--- src/hdl/rrq_pkg.sv ---
// Shared types and constants for the round-robin ring queue.
// No dependencies; imported by every module of the queue.
package rrq_pkg;

    localparam int DEPTH  = 16;
    localparam int PTR_W  = (DEPTH > 1) ? $clog2(DEPTH) : 1;
    localparam int CNT_W  = $clog2(DEPTH + 1);
    localparam int JOB_W  = 16;
    localparam int OCC_W  = 5;

    typedef enum logic [1:0] {
        FUNC_PUSH  = 2'd0,
        FUNC_POP   = 2'd1,
        FUNC_SLICE = 2'd2,
        FUNC_NOP   = 2'd3
    } func_t;

    typedef enum logic [1:0] {
        STATUS_OK        = 2'd0,
        STATUS_OVERFLOW  = 2'd1,
        STATUS_UNDERFLOW = 2'd2
    } status_t;

    typedef struct packed {
        logic [1:0]       func;
        logic [JOB_W-1:0] job_time;
    } in_beat_t;

    typedef struct packed {
        logic [1:0]       status;
        logic [JOB_W-1:0] head_value;
        logic             requeued;
        logic [OCC_W-1:0] occupancy;
    } out_beat_t;

    // Commands from the controller to the datapath
    typedef struct packed {
        logic    capture;
        logic    push_wr;
        logic    head_rd;
        logic    requeue_wr;
        logic    out_load;
        status_t out_status;
        logic    out_take_head;
    } rrq_cmd_t;

    // Status from the datapath to the controller
    typedef struct packed {
        func_t op;
        logic  empty;
        logic  full;
        logic  over_slice;
    } rrq_stat_t;

endpackage

--- src/hdl/round_robin_ring_queue_core.sv ---
// Round-robin ring queue: one operation per input beat, one result beat per operation.
// Push, no-op and empty pop/slice load the result from EXEC; a pop or slice of a held job
// loads it from FINISH, after the registered read of the job store.
// The next beat waits until the controller idles and the result register is free.
// Reset: pointers and count clear, quantum loads 10; store contents stay undefined.
// Depends on rrq_pkg, rrq_ctrl and rrq_datapath.
module round_robin_ring_queue_core
    import rrq_pkg::*;
(
    input  logic             clk,
    input  logic             rst_n,
    input  logic             in_valid,
    output logic             in_stall,
    input  in_beat_t         in_data,
    output logic             out_valid,
    input  logic             out_stall,
    output out_beat_t        out_data,
    input  logic             cfg_wr_en,
    input  logic [JOB_W-1:0] cfg_wr_data
);

    rrq_cmd_t  cmd;
    rrq_stat_t stat;

    rrq_ctrl u_ctrl (
        .clk       (clk),
        .rst_n     (rst_n),
        .in_valid  (in_valid),
        .in_stall  (in_stall),
        .out_valid (out_valid),
        .out_stall (out_stall),
        .stat      (stat),
        .cmd       (cmd)
    );

    rrq_datapath u_datapath (
        .clk         (clk),
        .rst_n       (rst_n),
        .in_data     (in_data),
        .cfg_wr_en   (cfg_wr_en),
        .cfg_wr_data (cfg_wr_data),
        .cmd         (cmd),
        .stat        (stat),
        .out_data    (out_data)
    );

endmodule

--- src/hdl/rrq_ctrl.sv ---
// Sequencing state machine for the ring queue: handshakes and datapath commands.
// Depends on rrq_pkg.
module rrq_ctrl
    import rrq_pkg::*;
(
    input  logic      clk,
    input  logic      rst_n,
    input  logic      in_valid,
    output logic      in_stall,
    output logic      out_valid,
    input  logic      out_stall,
    input  rrq_stat_t stat,
    output rrq_cmd_t  cmd
);

    typedef enum logic [1:0] {
        ST_IDLE,
        ST_EXEC,
        ST_FINISH
    } state_t;

    state_t state_reg, state_next;
    logic   out_valid_reg, out_valid_next;

    // Take a new beat only when idle and the result register is free or draining
    assign in_stall  = (state_reg != ST_IDLE) || (out_valid_reg && out_stall);
    assign out_valid = out_valid_reg;

    // Decode state and operation into commands
    always_comb
    begin
        state_next        = state_reg;
        cmd               = '0;
        cmd.out_status    = STATUS_OK;
        unique case (state_reg)
            ST_IDLE:
            begin
                if (in_valid && !in_stall)
                begin
                    cmd.capture = 1'b1;
                    state_next  = ST_EXEC;
                end
            end
            ST_EXEC:
            begin
                unique case (stat.op)
                    FUNC_PUSH:
                    begin
                        cmd.push_wr    = !stat.full;
                        cmd.out_load   = 1'b1;
                        cmd.out_status = stat.full ? STATUS_OVERFLOW : STATUS_OK;
                        state_next     = ST_IDLE;
                    end
                    FUNC_POP, FUNC_SLICE:
                    begin
                        if (stat.empty)
                        begin
                            cmd.out_load   = 1'b1;
                            cmd.out_status = STATUS_UNDERFLOW;
                            state_next     = ST_IDLE;
                        end
                        else
                        begin
                            cmd.head_rd = 1'b1;
                            state_next  = ST_FINISH;
                        end
                    end
                    default:
                    begin
                        cmd.out_load = 1'b1;
                        state_next   = ST_IDLE;
                    end
                endcase
            end
            ST_FINISH:
            begin
                cmd.requeue_wr    = (stat.op == FUNC_SLICE) && stat.over_slice;
                cmd.out_load      = 1'b1;
                cmd.out_take_head = 1'b1;
                state_next        = ST_IDLE;
            end
            default:
            begin
                state_next = ST_IDLE;
            end
        endcase
    end

    // Set valid on a result load, drop it when the beat is taken
    always_comb
    begin
        out_valid_next = out_valid_reg;
        if (cmd.out_load)
            out_valid_next = 1'b1;
        else if (out_valid_reg && !out_stall)
            out_valid_next = 1'b0;
    end

    always_ff @(posedge clk or negedge rst_n)
    begin
        if (!rst_n)
        begin
            state_reg     <= ST_IDLE;
            out_valid_reg <= 1'b0;
        end
        else
        begin
            state_reg     <= state_next;
            out_valid_reg <= out_valid_next;
        end
    end

endmodule

--- src/hdl/rrq_datapath.sv ---
// Datapath of the ring queue: job store, pointers, count, quantum and result register.
// Depends on rrq_pkg.
module rrq_datapath
    import rrq_pkg::*;
(
    input  logic             clk,
    input  logic             rst_n,
    input  in_beat_t         in_data,
    input  logic             cfg_wr_en,
    input  logic [JOB_W-1:0] cfg_wr_data,
    input  rrq_cmd_t         cmd,
    output rrq_stat_t        stat,
    output out_beat_t        out_data
);

    logic [JOB_W-1:0] job_store [DEPTH];

    logic [PTR_W-1:0] rd_ptr_reg, rd_ptr_next;
    logic [PTR_W-1:0] wr_ptr_reg, wr_ptr_next;
    logic [CNT_W-1:0] count_reg, count_next;
    logic [JOB_W-1:0] slice_reg;
    func_t            op_reg;
    logic [JOB_W-1:0] job_reg;
    logic [JOB_W-1:0] head_reg;
    out_beat_t        out_reg;

    logic             wr_en;
    logic [JOB_W-1:0] wr_data;
    logic [JOB_W-1:0] remainder;

    function automatic logic [PTR_W-1:0] ptr_inc(input logic [PTR_W-1:0] p);
        ptr_inc = (p == PTR_W'(DEPTH - 1)) ? '0 : p + 1'b1;
    endfunction

    // Status toward the controller
    assign stat.op         = op_reg;
    assign stat.empty      = (count_reg == '0);
    assign stat.full       = (count_reg == CNT_W'(DEPTH));
    assign stat.over_slice = (head_reg > slice_reg);

    assign remainder = head_reg - slice_reg;
    assign wr_en     = cmd.push_wr || cmd.requeue_wr;
    assign wr_data   = cmd.requeue_wr ? remainder : job_reg;

    // Advance pointers and count
    always_comb
    begin
        rd_ptr_next = rd_ptr_reg;
        wr_ptr_next = wr_ptr_reg;
        count_next  = count_reg;
        if (cmd.head_rd)
        begin
            rd_ptr_next = ptr_inc(rd_ptr_reg);
            count_next  = count_reg - 1'b1;
        end
        if (wr_en)
        begin
            wr_ptr_next = ptr_inc(wr_ptr_reg);
            count_next  = count_reg + 1'b1;
        end
    end

    // Hold pointers, count and quantum
    always_ff @(posedge clk or negedge rst_n)
    begin
        if (!rst_n)
        begin
            rd_ptr_reg <= '0;
            wr_ptr_reg <= '0;
            count_reg  <= '0;
            slice_reg  <= JOB_W'(10);
        end
        else
        begin
            rd_ptr_reg <= rd_ptr_next;
            wr_ptr_reg <= wr_ptr_next;
            count_reg  <= count_next;
            if (cfg_wr_en)
                slice_reg <= cfg_wr_data;
        end
    end

    // Job store: one write port, registered read of the head
    always_ff @(posedge clk)
    begin
        if (wr_en)
            job_store[wr_ptr_reg] <= wr_data;
        if (cmd.head_rd)
            head_reg <= job_store[rd_ptr_reg];
    end

    // Capture the operation and load the result register
    always_ff @(posedge clk)
    begin
        if (cmd.capture)
        begin
            op_reg  <= func_t'(in_data.func);
            job_reg <= in_data.job_time;
        end
        if (cmd.out_load)
        begin
            out_reg.status     <= cmd.out_status;
            out_reg.head_value <= cmd.out_take_head ? head_reg : '0;
            out_reg.requeued   <= cmd.requeue_wr;
            out_reg.occupancy  <= OCC_W'(count_next);
        end
    end

    assign out_data = out_reg;

endmodule

--- config.mk ---
export PLATFORM = sky130hd
export DESIGN_NAME = round_robin_ring_queue_core
export DESIGN_NICKNAME = d
export VERILOG_FILES = /design/src/hdl/rrq_pkg.sv /design/src/hdl/round_robin_ring_queue_core.sv /design/src/hdl/rrq_ctrl.sv /design/src/hdl/rrq_datapath.sv
export SDC_FILE = /design/constraint.sdc
export NUM_CORES = 1
export LEC_CHECK = 0
export ABC_AREA = 1
export BUFFER_PORTS_ARGS = -buffer_cell sky130_fd_sc_hd__buf_2
export CAP_MARGIN = 20
export CORE_AREA = 2 2 170 172
export DETAILED_ROUTE_END_ITERATION = 16
export DIE_AREA = 0 0 172 174
export PLACE_DENSITY = 0.78
export SYNTH_ARGS = -nofsm -noshare
export SYNTH_HDL_FRONTEND = slang
export SYNTH_SLANG_ARGS = --single-unit
--- constraint.sdc ---
create_clock -name clk -period 2.8 [get_ports clk]
set_input_delay 0.14 -clock clk [delete_from_list [all_inputs] [get_ports clk]]
set_output_delay 0.14 -clock clk [all_outputs]
set_load 0.1 [all_outputs]
==> impl_metrics.py <==
metrics = {
    "timing": {
        "setup_ws_ps": 16.14,
        "fin_crit_sh_pct": 99.42,
        "fin_skew_ps": 11.63,
        "maxSlewHeadroom_pct": 40.75,
        "worst_pin_slew_ps": 887.7,
        "rsz0062_at_grt": "yes",
        "slew_viol_final": 0,
        "setup_violations": 0,
        "finalHoldViolations": 0,
        "min_period_ps": 2784,
        "finalSetupTns_ps": 0,
        "fmax_mhz": 359.2,
    },
    "worst_setup_path": {
        "crit_fanout": 16,
        "worstSetupPathType": "reg2reg",
        "cp-end-kind": "flop",
        "startpoint": "u_datapath.head_reg[0]",
        "crit_required_ps": 3030,
        "cp.arrival_ps": 3010,
        "startpoint_type": "flop",
        "r2r_start": "u_datapath.head_reg[0]",
    },
    "synthesis": {
        "syn_inst": 1366,
        "ys.flop_type": "edfxtp_1",
        "ys_seq_elements": 346,
        "synth-async-reset-ratio_pct": 9.249,
        "yosysWarningCount": 0,
        "seq_area_frac_synth_pct": 67.31,
        "yosysTopAreaCell": "edfxtp_1",
        "synth_area_leaders": "edfxtp_1 62%, nand2_1 8.8%, dfrtp_1 4.9%",
        "synth.cell_area_um2": 15200,
        "synth.distinct_cells": 36,
        "synthTopCellsByCount": "356 x nand2_1, 314 x edfxtp_1, 159 x inv_1",
        "synth_edf_count": 314,
        "syn_avg_cell_area_um2": 11.13,
        "yosys.area.top_type_share_pct": 62.03,
        "synth.most_common_cell": "nand2_1",
        "synth_fp_nets": 1435,
    },
    "layout": {
        "layout.nets": 1566,
        "top_register": "u_datapath.job_store",
        "post-route-util_pct": 63.43,
        "largest_reg_flops": 256,
        "multi_input_area_um2": 4041,
        "antenna_cells": 0,
        "drive_above_1_share_pct": 14.23,
        "fill_cells": 2138,
        "syn_to_final_growth_pct": 17.84,
        "final_area_um2": 17910,
        "area.sequential_um2": 10240,
    },
    "job": {
        "maxCapViolations": 0,
    },
    "routing": {
        "wl_per_cell_um": 18.63,
        "drc": 0,
        "viasPerCell": 5.471,
        "drtAntennaViolNets": 0,
        "vias": 10450,
        "drt_iter0_drc": 967,
        "drtPass1Iterations": 6,
        "wl_mm": 35.57,
    },
    "floorplanning": {
        "initial_utilization_pct": 53.83,
        "die_w_um": 172,
        "row_count": 62,
        "fp.coreArea_um2": 28240,
        "die_y_um": 174,
        "die_area_um2": 29930,
        "ios": 65,
    },
    "status": {
        "status": "finished clean",
    },
    "cts": {
        "cts_buffers": 37,
        "clk_latency_ps": 530,
        "cts_root_buf": "clkbuf_16",
        "h-tree-depth": 2,
        "clock-sinks": 346,
        "cts_tree": "done",
        "clock_path_buffers": 3,
        "path_clk_slew_ps": 60,
    },
    "power_and_ir_drop": {
        "p_per_area_nw_per_um2": 973.5,
        "power.leakage_uw": 0.007083,
        "vdd_drop_max_mv": 0.5985,
        "power_uw": 17440,
    },
    "place": {
        "place_ws_ps": 47.97,
        "gp_congestion": 0.8831,
        "port_buffers": 64,
        "dp_hpwl_mm": 23.04,
        "placement.cell_area_um2": 16420,
    },
    "global_route": {
        "grt_pass1_wl_mm": 54.87,
        "antenna_found_initial": 0,
        "grt_use_total_pct": 24.08,
        "grt-ovfl-total": 0,
        "first_global_vias": 10410,
        "grt_start_max_net_pins": 81,
    },
    "worst_hold_path": {
        "min_path_type": "in2reg",
        "min_from": "cfg_wr_en",
    },
}
-- worst paths after layout --
check	cells past startpoint	slack, ps	end
worst max-delay path	13	20	u_datapath.job_store[3][4]
worst max register to register	13	20	u_datapath.job_store[3][4]
min in group asynchronous	2	230	u_datapath.slice_reg[13]
worst min register to register	2	520	u_datapath.slice_reg[3]
worst min-delay path	3	70	u_datapath.slice_reg[3]
max in group asynchronous	2	2000	u_datapath.rd_ptr_reg[0]
-- layer usage --
layer,up-vias,part of all wire [%],wire length (µm),GRT usage (%)
met2,427,48,17250,39.71
met3,79,7.5,2663,3.643
met4,0,2.9,1041,8.368
met5,-,0,0,0
met1,5022,41,14610,32.75
li1,4917,-,-,-
-- cells in the final DEF (no fill, tap or decap), types with 19 or more instances in the layout --
cell           count
o21ai_1           19
inv_1            159
o211ai_1          33
o2111ai_1         31
edfxtp_1         314
buf_2             64
nand3_1           61
a21oi_1           43
nand2_1          356
buf_4             24
clkbuf_16         37
ha_1              29
o21ai_0           69
buf_12            26
dlygate4sd3_1     37
dfrtp_1           28
nor2_1            84
-- kinds of logic (layout without fill, tap and decap cells) --
| group | count (synthesis) | after routing | share of synthesized area [%] |
|---|---|---|---|
| AO/OA/AOI/OAI | 221 | 221 | 9.211 |
| XOR/XNOR | 13 | 13 | 0.7490 |
| adder cells (fa/ha/maj) | 30 | 30 | 2.519 |
| buffers and inverters | 231 | 390 | 6.165 |
| flip-flops | 346 | 346 | 67.31 |
| multiplexers | 1 | 1 | 0.07407 |
| AND/OR/NAND/NOR | 524 | 524 | 13.97 |
-- what timing repair did --
| action | in CTS | in global routing |
|---|---|---|
| hold buffers | 37 | 0 |
| setup endpoints to repair | 0 | 130 |
| endpoints found under the hold margin | 66 | 0 |
| gates resized for setup | 0 | 2 |
| setup buffers | 0 | 0 |
-- worst max-delay path, stage by stage, from the launching register on --
cell	delay [ps]
edfxtp_1	350
inv_1	50
ha_1	220
fa_1	460
inv_2	80
nand2_1	50
nand2_1	80
nand3_1	80
nand2_2	100
nand2_2	70
nand2_4	80
nand2_8	100
buf_4	200
o21ai_2	560
-- area by class of cell --
type                            count  share of cell area [%]
Clock buffer                       47                   5.434
Sequential cell                   346                   57.15
Multi-Input combinational cell    789                   22.56
Tap cell                          384                   2.682
Clock inverter                     20                  0.7544
Timing Repair Buffer              152                   7.830
Inverter                          171                   3.583
-- per-stage QoR --
step	hold slack, ps	cells
final	67.88	1909
after global routing	104.5	1909
after CTS	53.02	1909
after detailed placement	259.6	1805
after global placement	259.4	1805
after floorplan	-155.6	1366
-- power by group --
| part | switching [µW] | internal, µW |
|---|---|---|
| sequential | 330 | 6510 |
| clock | 1940 | 2570 |
| combinational | 4500 | 1590 |
No activity file was read; power rests on OpenSTA's default activity.
